### config.mk
export PLATFORM = sky130hd
export DESIGN_NAME = kmp_stream_matcher
export DESIGN_NICKNAME = d
export VERILOG_FILES = /design/src/rtl/kmpsm_pkg.sv /design/src/rtl/kmp_stream_matcher.sv
export VERILOG_INCLUDE_DIRS = /design/src /design/src/rtl
export SDC_FILE = /design/constraint.sdc
export NUM_CORES = 2
export LEC_CHECK = 0
export BUFFER_PORTS_ARGS = -buffer_cell sky130_fd_sc_hd__buf_2
export CAP_MARGIN = 20
export CORE_MARGIN = 3
export CORE_UTILIZATION = 61
export DETAILED_ROUTE_END_ITERATION = 12
export PLACE_DENSITY = 0.79
export SYNTH_ARGS = -nofsm -noshare
export SYNTH_HDL_FRONTEND = slang
export SYNTH_SLANG_ARGS = --single-unit
### constraint.sdc
create_clock -name clk -period 24.9 [get_ports clk]
set_clock_uncertainty 0.05 [all_clocks]
set_input_delay 4.98 -clock clk [delete_from_list [all_inputs] [get_ports clk]]
set_output_delay 4.98 -clock clk [all_outputs]
set_load 0.05 [all_outputs]
### src/rtl/kmp_stream_matcher_assert.svh
// assertion macros for the matcher, empty when SYNTH is set
`ifndef KMP_STREAM_MATCHER_ASSERT_SVH
`define KMP_STREAM_MATCHER_ASSERT_SVH
`ifndef SYNTH
// same-cycle implication
`define KSM_ASSERT_IMP(lbl, ante, cons, msg) \
    lbl: assert property (@(posedge clk) disable iff (!rst_n) (ante) |-> (cons)) \
        else $error(msg);
// next-cycle implication
`define KSM_ASSERT_NXT(lbl, ante, cons, msg) \
    lbl: assert property (@(posedge clk) disable iff (!rst_n) (ante) |=> (cons)) \
        else $error(msg);
`else
`define KSM_ASSERT_IMP(lbl, ante, cons, msg)
`define KSM_ASSERT_NXT(lbl, ante, cons, msg)
`endif
`endif

### src/rtl/kmpsm_pkg.sv
package kmpsm_pkg;

    localparam int SYMBOL_W   = 8;
    localparam int CMD_W      = 2;
    localparam int START_W    = 32;
    localparam int COUNT_W    = 32;
    localparam int OUT_DATA_W = 72;

    typedef enum logic [CMD_W-1:0] {
        CMD_CLEAR  = 2'd0,
        CMD_APPEND = 2'd1,
        CMD_TEXT   = 2'd2
    } cmd_t;

    localparam logic KIND_MATCH = 1'b0;
    localparam logic KIND_END   = 1'b1;

    typedef enum logic [5:0] {
        S_IDLE  = 6'b000001,
        S_READ  = 6'b000010,
        S_CMP   = 6'b000100,
        S_MATCH = 6'b001000,
        S_FALL  = 6'b010000,
        S_END   = 6'b100000
    } state_t;

endpackage

### src/rtl/kmp_stream_matcher.sv
// steps: a clear, a first or dropped pattern byte or a text byte on an empty pattern is
// taken in idle alone; any other byte is accepted, then compared, with a read state and
// another compare for every back-off step (pattern and failure memory read); a full match
// adds the result and failure read states, an end result the end state, each held while the output beat waits
// throughput: one byte at a time, set by the shared compare loop over the two memories
// reset: asynchronous, clears lengths, counters and flags; the memories are not cleared
`include "kmp_stream_matcher_assert.svh"

module kmp_stream_matcher #(
    parameter int PATTERN_MAX   = 256,
    parameter int POSITION_BITS = 32
) (
    input  logic                                 clk,
    input  logic                                 rst_n,
    input  logic                                 s_axis_tvalid,
    output logic                                 s_axis_tready,
    input  logic [kmpsm_pkg::SYMBOL_W-1:0]       s_axis_tdata,   // symbol
    input  logic [kmpsm_pkg::CMD_W-1:0]          s_axis_tuser,   // command
    input  logic                                 s_axis_tlast,   // end_of_text
    output logic                                 m_axis_tvalid,
    input  logic                                 m_axis_tready,
    // start_position [31:0], match_count [63:32], pattern_overflow [64], zero fill
    output logic [kmpsm_pkg::OUT_DATA_W-1:0]     m_axis_tdata,
    output logic                                 m_axis_tuser,   // kind
    output logic                                 m_axis_tlast    // last
);
    import kmpsm_pkg::*;

    localparam int ADDR_W = $clog2(PATTERN_MAX);
    localparam int LEN_W  = $clog2(PATTERN_MAX + 1);
    localparam int CW     = (POSITION_BITS + 1 > LEN_W) ? POSITION_BITS + 1 : LEN_W;
    localparam int SW     = (CW > START_W) ? CW : START_W;
    localparam logic [LEN_W-1:0] LEN_MAX = LEN_W'(PATTERN_MAX);

    state_t                     state_reg, state_next;
    logic [LEN_W-1:0]           pat_len_reg, pat_len_next;
    logic [ADDR_W-1:0]          bpl_reg, bpl_next;
    logic [ADDR_W-1:0]          matched_reg, matched_next;
    logic [POSITION_BITS-1:0]   pos_reg, pos_next;
    logic [POSITION_BITS-1:0]   cur_reg, cur_next;
    logic [COUNT_W-1:0]         count_reg, count_next;
    logic                       ovf_reg, ovf_next;
    logic [LEN_W-1:0]           j_reg, j_next;
    logic [SYMBOL_W-1:0]        sym_reg, sym_next;
    logic                       build_reg, build_next;
    logic                       eot_reg, eot_next;

    logic [SYMBOL_W-1:0]        pat_mem [PATTERN_MAX];
    logic [ADDR_W-1:0]          fail_mem [PATTERN_MAX];
    logic [SYMBOL_W-1:0]        pat_q;
    logic [ADDR_W-1:0]          fail_q;

    logic                       pat_we, fail_we;
    logic [ADDR_W-1:0]          pat_waddr, fail_waddr;
    logic [SYMBOL_W-1:0]        pat_wdata;
    logic [ADDR_W-1:0]          fail_wdata;
    logic [LEN_W-1:0]           walk_j;
    logic [ADDR_W-1:0]          pat_raddr, fail_raddr;

    logic                       out_valid_reg;
    logic                       out_kind_reg, out_ovf_reg, out_last_reg;
    logic [START_W-1:0]         out_start_reg;
    logic [COUNT_W-1:0]         out_count_reg;

    logic                       accept, slot_free, sym_hit, out_load;
    cmd_t                       in_cmd;
    logic [LEN_W-1:0]           j_step;
    logic [CW-1:0]              cur_ext, plen_ext, start_full;
    logic [SW-1:0]              start_wide;
    logic [COUNT_W-1:0]         count_inc;
    logic                       load_kind, load_last;
    logic [START_W-1:0]         load_start;
    logic [COUNT_W-1:0]         load_count;

    assign s_axis_tready = (state_reg == S_IDLE);
    assign accept        = s_axis_tvalid && s_axis_tready;
    assign in_cmd        = cmd_t'(s_axis_tuser);
    assign slot_free     = !out_valid_reg || m_axis_tready;

    // read address comes straight from the incoming beat so the compare follows at once
    always_comb
    begin
        if (state_reg == S_IDLE)
        begin
            walk_j = (in_cmd == CMD_APPEND) ? LEN_W'(bpl_reg) : LEN_W'(matched_reg);
        end
        else
        begin
            walk_j = j_reg;
        end
    end

    assign pat_raddr  = walk_j[ADDR_W-1:0];
    assign fail_raddr = ADDR_W'(walk_j - LEN_W'(1));

    assign sym_hit   = (pat_q == sym_reg);
    assign j_step    = j_reg + LEN_W'(sym_hit);
    assign count_inc = (count_reg == '1) ? count_reg : count_reg + COUNT_W'(1);

    // start of match, clamped at zero
    assign cur_ext    = CW'(cur_reg) + CW'(1);
    assign plen_ext   = CW'(pat_len_reg);
    assign start_full = (cur_ext >= plen_ext) ? cur_ext - plen_ext : '0;
    assign start_wide = SW'(start_full);

    always_ff @(posedge clk)
    begin
        if (pat_we)
        begin
            pat_mem[pat_waddr] <= pat_wdata;
        end
        pat_q <= pat_mem[pat_raddr];
    end

    always_ff @(posedge clk)
    begin
        if (fail_we)
        begin
            fail_mem[fail_waddr] <= fail_wdata;
        end
        fail_q <= fail_mem[fail_raddr];
    end

    always_comb
    begin
        state_next   = state_reg;
        pat_len_next = pat_len_reg;
        bpl_next     = bpl_reg;
        matched_next = matched_reg;
        pos_next     = pos_reg;
        cur_next     = cur_reg;
        count_next   = count_reg;
        ovf_next     = ovf_reg;
        j_next       = j_reg;
        sym_next     = sym_reg;
        build_next   = build_reg;
        eot_next     = eot_reg;
        pat_we       = 1'b0;
        pat_waddr    = pat_len_reg[ADDR_W-1:0];
        pat_wdata    = s_axis_tdata;
        fail_we      = 1'b0;
        fail_waddr   = pat_len_reg[ADDR_W-1:0];
        fail_wdata   = j_step[ADDR_W-1:0];
        out_load     = 1'b0;
        load_kind    = KIND_MATCH;
        load_start   = '0;
        load_count   = count_reg;
        load_last    = 1'b1;

        unique case (state_reg)
            S_IDLE:
            begin
                if (accept)
                begin
                    sym_next = s_axis_tdata;
                    eot_next = s_axis_tlast;
                    case (in_cmd)
                        CMD_CLEAR:
                        begin
                            pat_len_next = '0;
                            bpl_next     = '0;
                            matched_next = '0;
                            pos_next     = '0;
                            count_next   = '0;
                            ovf_next     = 1'b0;
                        end
                        CMD_APPEND:
                        begin
                            if (pat_len_reg == LEN_MAX)
                            begin
                                ovf_next = 1'b1;
                            end
                            else
                            begin
                                pat_we     = 1'b1;
                                build_next = 1'b1;
                                if (pat_len_reg == '0)
                                begin
                                    fail_we      = 1'b1;
                                    fail_wdata   = '0;
                                    bpl_next     = '0;
                                    pat_len_next = LEN_W'(1);
                                end
                                else
                                begin
                                    j_next     = LEN_W'(bpl_reg);
                                    state_next = S_CMP;
                                end
                            end
                        end
                        CMD_TEXT:
                        begin
                            cur_next   = pos_reg;
                            build_next = 1'b0;
                            if (pos_reg != '1)
                            begin
                                pos_next = pos_reg + POSITION_BITS'(1);
                            end
                            if (pat_len_reg != '0)
                            begin
                                j_next     = LEN_W'(matched_reg);
                                state_next = S_CMP;
                            end
                            else if (s_axis_tlast)
                            begin
                                state_next = S_END;
                            end
                        end
                        default:
                        begin
                        end
                    endcase
                end
            end
            S_READ:
            begin
                state_next = S_CMP;
            end
            S_CMP:
            begin
                if (j_reg != '0 && !sym_hit)
                begin
                    // back off through the failure table
                    j_next     = LEN_W'(fail_q);
                    state_next = S_READ;
                end
                else if (build_reg)
                begin
                    fail_we      = 1'b1;
                    bpl_next     = j_step[ADDR_W-1:0];
                    pat_len_next = pat_len_reg + LEN_W'(1);
                    state_next   = S_IDLE;
                end
                else
                begin
                    j_next = j_step;
                    if (j_step == pat_len_reg)
                    begin
                        state_next = S_MATCH;
                    end
                    else
                    begin
                        matched_next = j_step[ADDR_W-1:0];
                        state_next   = eot_reg ? S_END : S_IDLE;
                    end
                end
            end
            S_MATCH:
            begin
                // failure entry of the full match is read meanwhile
                if (slot_free)
                begin
                    out_load   = 1'b1;
                    load_kind  = KIND_MATCH;
                    load_start = start_wide[START_W-1:0];
                    load_count = count_inc;
                    load_last  = !eot_reg;
                    count_next = count_inc;
                    state_next = S_FALL;
                end
            end
            S_FALL:
            begin
                matched_next = fail_q;
                state_next   = eot_reg ? S_END : S_IDLE;
            end
            S_END:
            begin
                if (slot_free)
                begin
                    out_load     = 1'b1;
                    load_kind    = KIND_END;
                    load_start   = '0;
                    load_count   = count_reg;
                    load_last    = 1'b1;
                    matched_next = '0;
                    pos_next     = '0;
                    count_next   = '0;
                    state_next   = S_IDLE;
                end
            end
            default:
            begin
                state_next = S_IDLE;
            end
        endcase
    end

    always_ff @(posedge clk or negedge rst_n)
    begin
        if (!rst_n)
        begin
            state_reg     <= S_IDLE;
            pat_len_reg   <= '0;
            bpl_reg       <= '0;
            matched_reg   <= '0;
            pos_reg       <= '0;
            count_reg     <= '0;
            ovf_reg       <= 1'b0;
            build_reg     <= 1'b0;
            eot_reg       <= 1'b0;
            out_valid_reg <= 1'b0;
        end
        else
        begin
            state_reg   <= state_next;
            pat_len_reg <= pat_len_next;
            bpl_reg     <= bpl_next;
            matched_reg <= matched_next;
            pos_reg     <= pos_next;
            count_reg   <= count_next;
            ovf_reg     <= ovf_next;
            build_reg   <= build_next;
            eot_reg     <= eot_next;
            if (out_load)
            begin
                out_valid_reg <= 1'b1;
            end
            else if (m_axis_tready)
            begin
                out_valid_reg <= 1'b0;
            end
        end
    end

    always_ff @(posedge clk)
    begin
        cur_reg <= cur_next;
        j_reg   <= j_next;
        sym_reg <= sym_next;
        if (out_load)
        begin
            out_kind_reg  <= load_kind;
            out_start_reg <= load_start;
            out_count_reg <= load_count;
            out_ovf_reg   <= ovf_reg;
            out_last_reg  <= load_last;
        end
    end

    assign m_axis_tvalid = out_valid_reg;
    assign m_axis_tuser  = out_kind_reg;
    assign m_axis_tlast  = out_last_reg;
    assign m_axis_tdata  = {{(OUT_DATA_W - START_W - COUNT_W - 1){1'b0}},
                            out_ovf_reg, out_count_reg, out_start_reg};

    `KSM_ASSERT_IMP(a_matched_below_len, (state_reg == S_IDLE) && (pat_len_reg != '0), LEN_W'(matched_reg) < pat_len_reg, "matched length reached pattern length")
    `KSM_ASSERT_IMP(a_prefix_below_len, (state_reg == S_IDLE) && (pat_len_reg != '0), LEN_W'(bpl_reg) < pat_len_reg, "build prefix length out of range")
    `KSM_ASSERT_IMP(a_walk_in_range, state_reg == S_CMP, j_reg < pat_len_reg, "walk index beyond stored pattern")
    `KSM_ASSERT_IMP(a_match_full, state_reg == S_MATCH, (j_reg == pat_len_reg) && !build_reg, "match state without full match")
    `KSM_ASSERT_NXT(a_end_after_eot, (state_reg == S_END) && slot_free, (state_reg == S_IDLE) && (count_reg == '0), "end result did not restart text")

endmodule

==> impl_metrics.toml <==
[status]
status = "complete, no violations"

[die]
design.core.area_sq_um = 279600
start_util = 0.6135
dieArea_sq_um = 287700
std_cell_rows = 194
io_pins = 91
die_h_microns = 536.3
die_w_microns = 536.3

[synthesis]
synthesis.area_sq_um = 171600
yosysTopAreaCell = "edfxtp_1"
synth_area_per_cell_sq_um = 18.41
seq_area_frac_synth = 0.7535
synth_ff_type = "edfxtp_1"
synthArstFlopShare = 0.02288
yosysMostFrequentCell = "edfxtp_1"
synth-edff-count = 4212
yosysTopAreaCellShare = 0.7372
synth_cell_types = 85
synthCells = 9318
yosys_warnings = 0
synthTopCellsByArea = "edfxtp_1 (74%), mux4_2 (12%), nand2_1 (2.1%), nor2_1 (1.6%), dfrtp_1 (1.4%)"
synth_common_cells = "edfxtp_1 (4212), nand2_1 (938), mux4_2 (920)"
synth-seq-cells = 4327

[run]
drv_cap = 0

[cells_and_area]
drive_gt1_frac = 0.1911
layout.cells.non_filler = 13520
reg_top3 = "fail_mem: 2048 flops, pat_mem: 2048 flops"
syn_to_final_growth_pct = 10.45
final_nets = 9502

[timing]
fmax_mhz = 85.03
fin_crit_sh = 0.4723
rsz0062_at_grt = "false"
min_period_ns = 11.76
slew_viol_final = 0
final.setup.tns_ns = 0
hold_viol = 0
finalSetupViolations = 0
worst_pin_slew_ns = 1.292
slew_headroom = 0.1388

[clocking]
cts_root_buffer = "clkbuf_16"
insertion_delay_ns = 0.93
htree_num_levels = 5
ctsLongestPathBuffers = 4
clk_pin_slew_worst_paths_ns = 0.06
post_cts_resize_count = 0
cts_buffers = 407
hold_buffers = 0
numClockSinks = 4327
cts_tree = "built"
postCtsSetupBuffers = 0

[worst_hold_path]
worstHoldPathType = "reg -> reg"

[grt]
antenna_found_initial = 20
grt_pass1_vias = 95680
grtUsageTotal = 0.3233
grt-ovfl-total = 0
grt_max_degree = 257
grt_pass1_wl_microns = 674500

[drt]
drtAntennaViolNets = 0
drc = 0
wire_per_inst_microns = 34.85
routed_wl_microns = 471200
dr.pass1.iters = 8
dr_total_vias = 96580
drtIter0Drc = 16500
routed_via_density = 7.142

[placed_design]
placedCellCount = 12770
port_buffers = 83
hpwl_microns = 253600
place_congestion = 0.9145

[power_and_ir_drop]
p_leak_nw = 60.06
powerDensity_nw_per_um2 = 134.5
ir_worst_vdd_mv = 0.2526

[setup_path]
crit_fanout = 79
start_kind = "input port"
critical_path_arrival_ns = 12.45
critPathKind = "in -> reg"
worstSetupEndpointType = "register"
crit_required_ns = 25.59
-- final cells by class --
| class | instances | area, sq um |
|---|---|---|
| fill | 16460 | 90140 |
| multi-input combinational | 4394 | 40000 |
| sequential | 4327 | 129300 |
| clock inverter | 212 | 2132 |
| tap | 3724 | 4659 |
| inverter | 39 | 160.2 |
| antenna | 14 | 35.03 |
| clock buffer | 515 | 10770 |
| timing repair buffer | 298 | 2451 |
-- stage by stage --
step	util	hold slack [ns]	cell area (sq um)	setup slack, ns	power [mW]
after detailed placement	0.6306	0.3988	176300	12.44	18.95
after CTS	0.6767	0.4144	189200	13.28	25.19
after global routing	0.6776	0.4324	189500	12.86	26.02
final	0.6777	0.4178	189500	13.14	25.48
after floorplan	-	0.3749	171600	11.27	15.37
after global placement	0.6302	0.3924	176200	12.45	18.79
-- power breakdown --
part | internal (mW) | switching, mW
sequential | 8.23 | 0.0577
combinational | 4.00 | 7.02
clock | 3.47 | 2.72
-- logic make-up after synthesis --
logic type / synth area share
AOI/OAI and AO/OA: 0.03146
xor gates and xnor gates: 0.006782
adders and majority gates: 0.001502
buffers and inverters: 0.01566
DFF: 0.7535
muxes: 0.1334
other: 0.00002186
and+or+nand+nor: 0.05764
-- per-layer routing --
layer,vias up,track usage,share of wire,routed length [microns]
met1,48850,0.4268,0.33,153700
met3,1672,0.08164,0.13,60890
met5,-,0,0.00029,136
met4,18,0.1829,0.068,31860
met2,8407,0.4987,0.48,224600
li1,37640,-,-,-
-- cell usage in the layout (no fill, tap or decap), types with 19 or more instances in the layout --
cell type  count
xnor2_1       84
bufinv_16     39
mux2i_1      192
dfrtp_1       98
clkbuf_8      20
xor2_1        43
o211ai_1      22
a211oi_1      32
nand3_1      339
a21oi_1      128
ha_1          19
inv_1         35
clkinv_2      63
o21ai_0      135
buf_2         74
clkbuf_16    410
a31oi_1      127
nor3_1        46
clkbuf_1      93
nor2_1       703
nand4_1       49
o22ai_1       35
and3_1        84
mux4_2       920
nand2_1      936
edfxtp_1    4212
buf_4        185
clkinv_1      75
a32oi_1       88
a22oi_1       35
mux2_2        19
o2111ai_1     22
-- worst max-delay path, cell delays in order --
cell and delay, ns:
buf_2 0.17, nor2b_1 0.79, o2111ai_2 0.18, buf_4 0.33
and2_4 0.44, inv_6 0.55, ha_1 0.34, buf_4 0.28
inv_8 0.46, buf_4 0.78, buf_4 0.84, mux4_2 0.46
mux4_2 0.47, a22o_1 0.22, nor4_1 0.77, a211oi_1 0.14
-- final timing paths --
kind	startpoint	end	slack (ns)	depth (start not counted)
worst max-delay path	s_axis_tuser[0]	fail_q[4]$_DFF_P_	13.14	16
worst min-delay path	pos_reg[20]$_DFFE_PN0P_	cur_reg[20]$_DFFE_PP_	0.42	0
worst max register to register	state_reg[3]$_DFFE_PN0P_	fail_q[4]$_DFF_P_	16.99	16
worst min register to register	pos_reg[20]$_DFFE_PN0P_	cur_reg[20]$_DFFE_PP_	0.42	0
max in group asynchronous	rst_n	pos_reg[16]$_DFFE_PN0P_	19.56	2
min in group asynchronous	rst_n	count_reg[28]$_DFFE_PN0P_	3.94	1
Note: power is estimated with default switching activity, not from simulation.
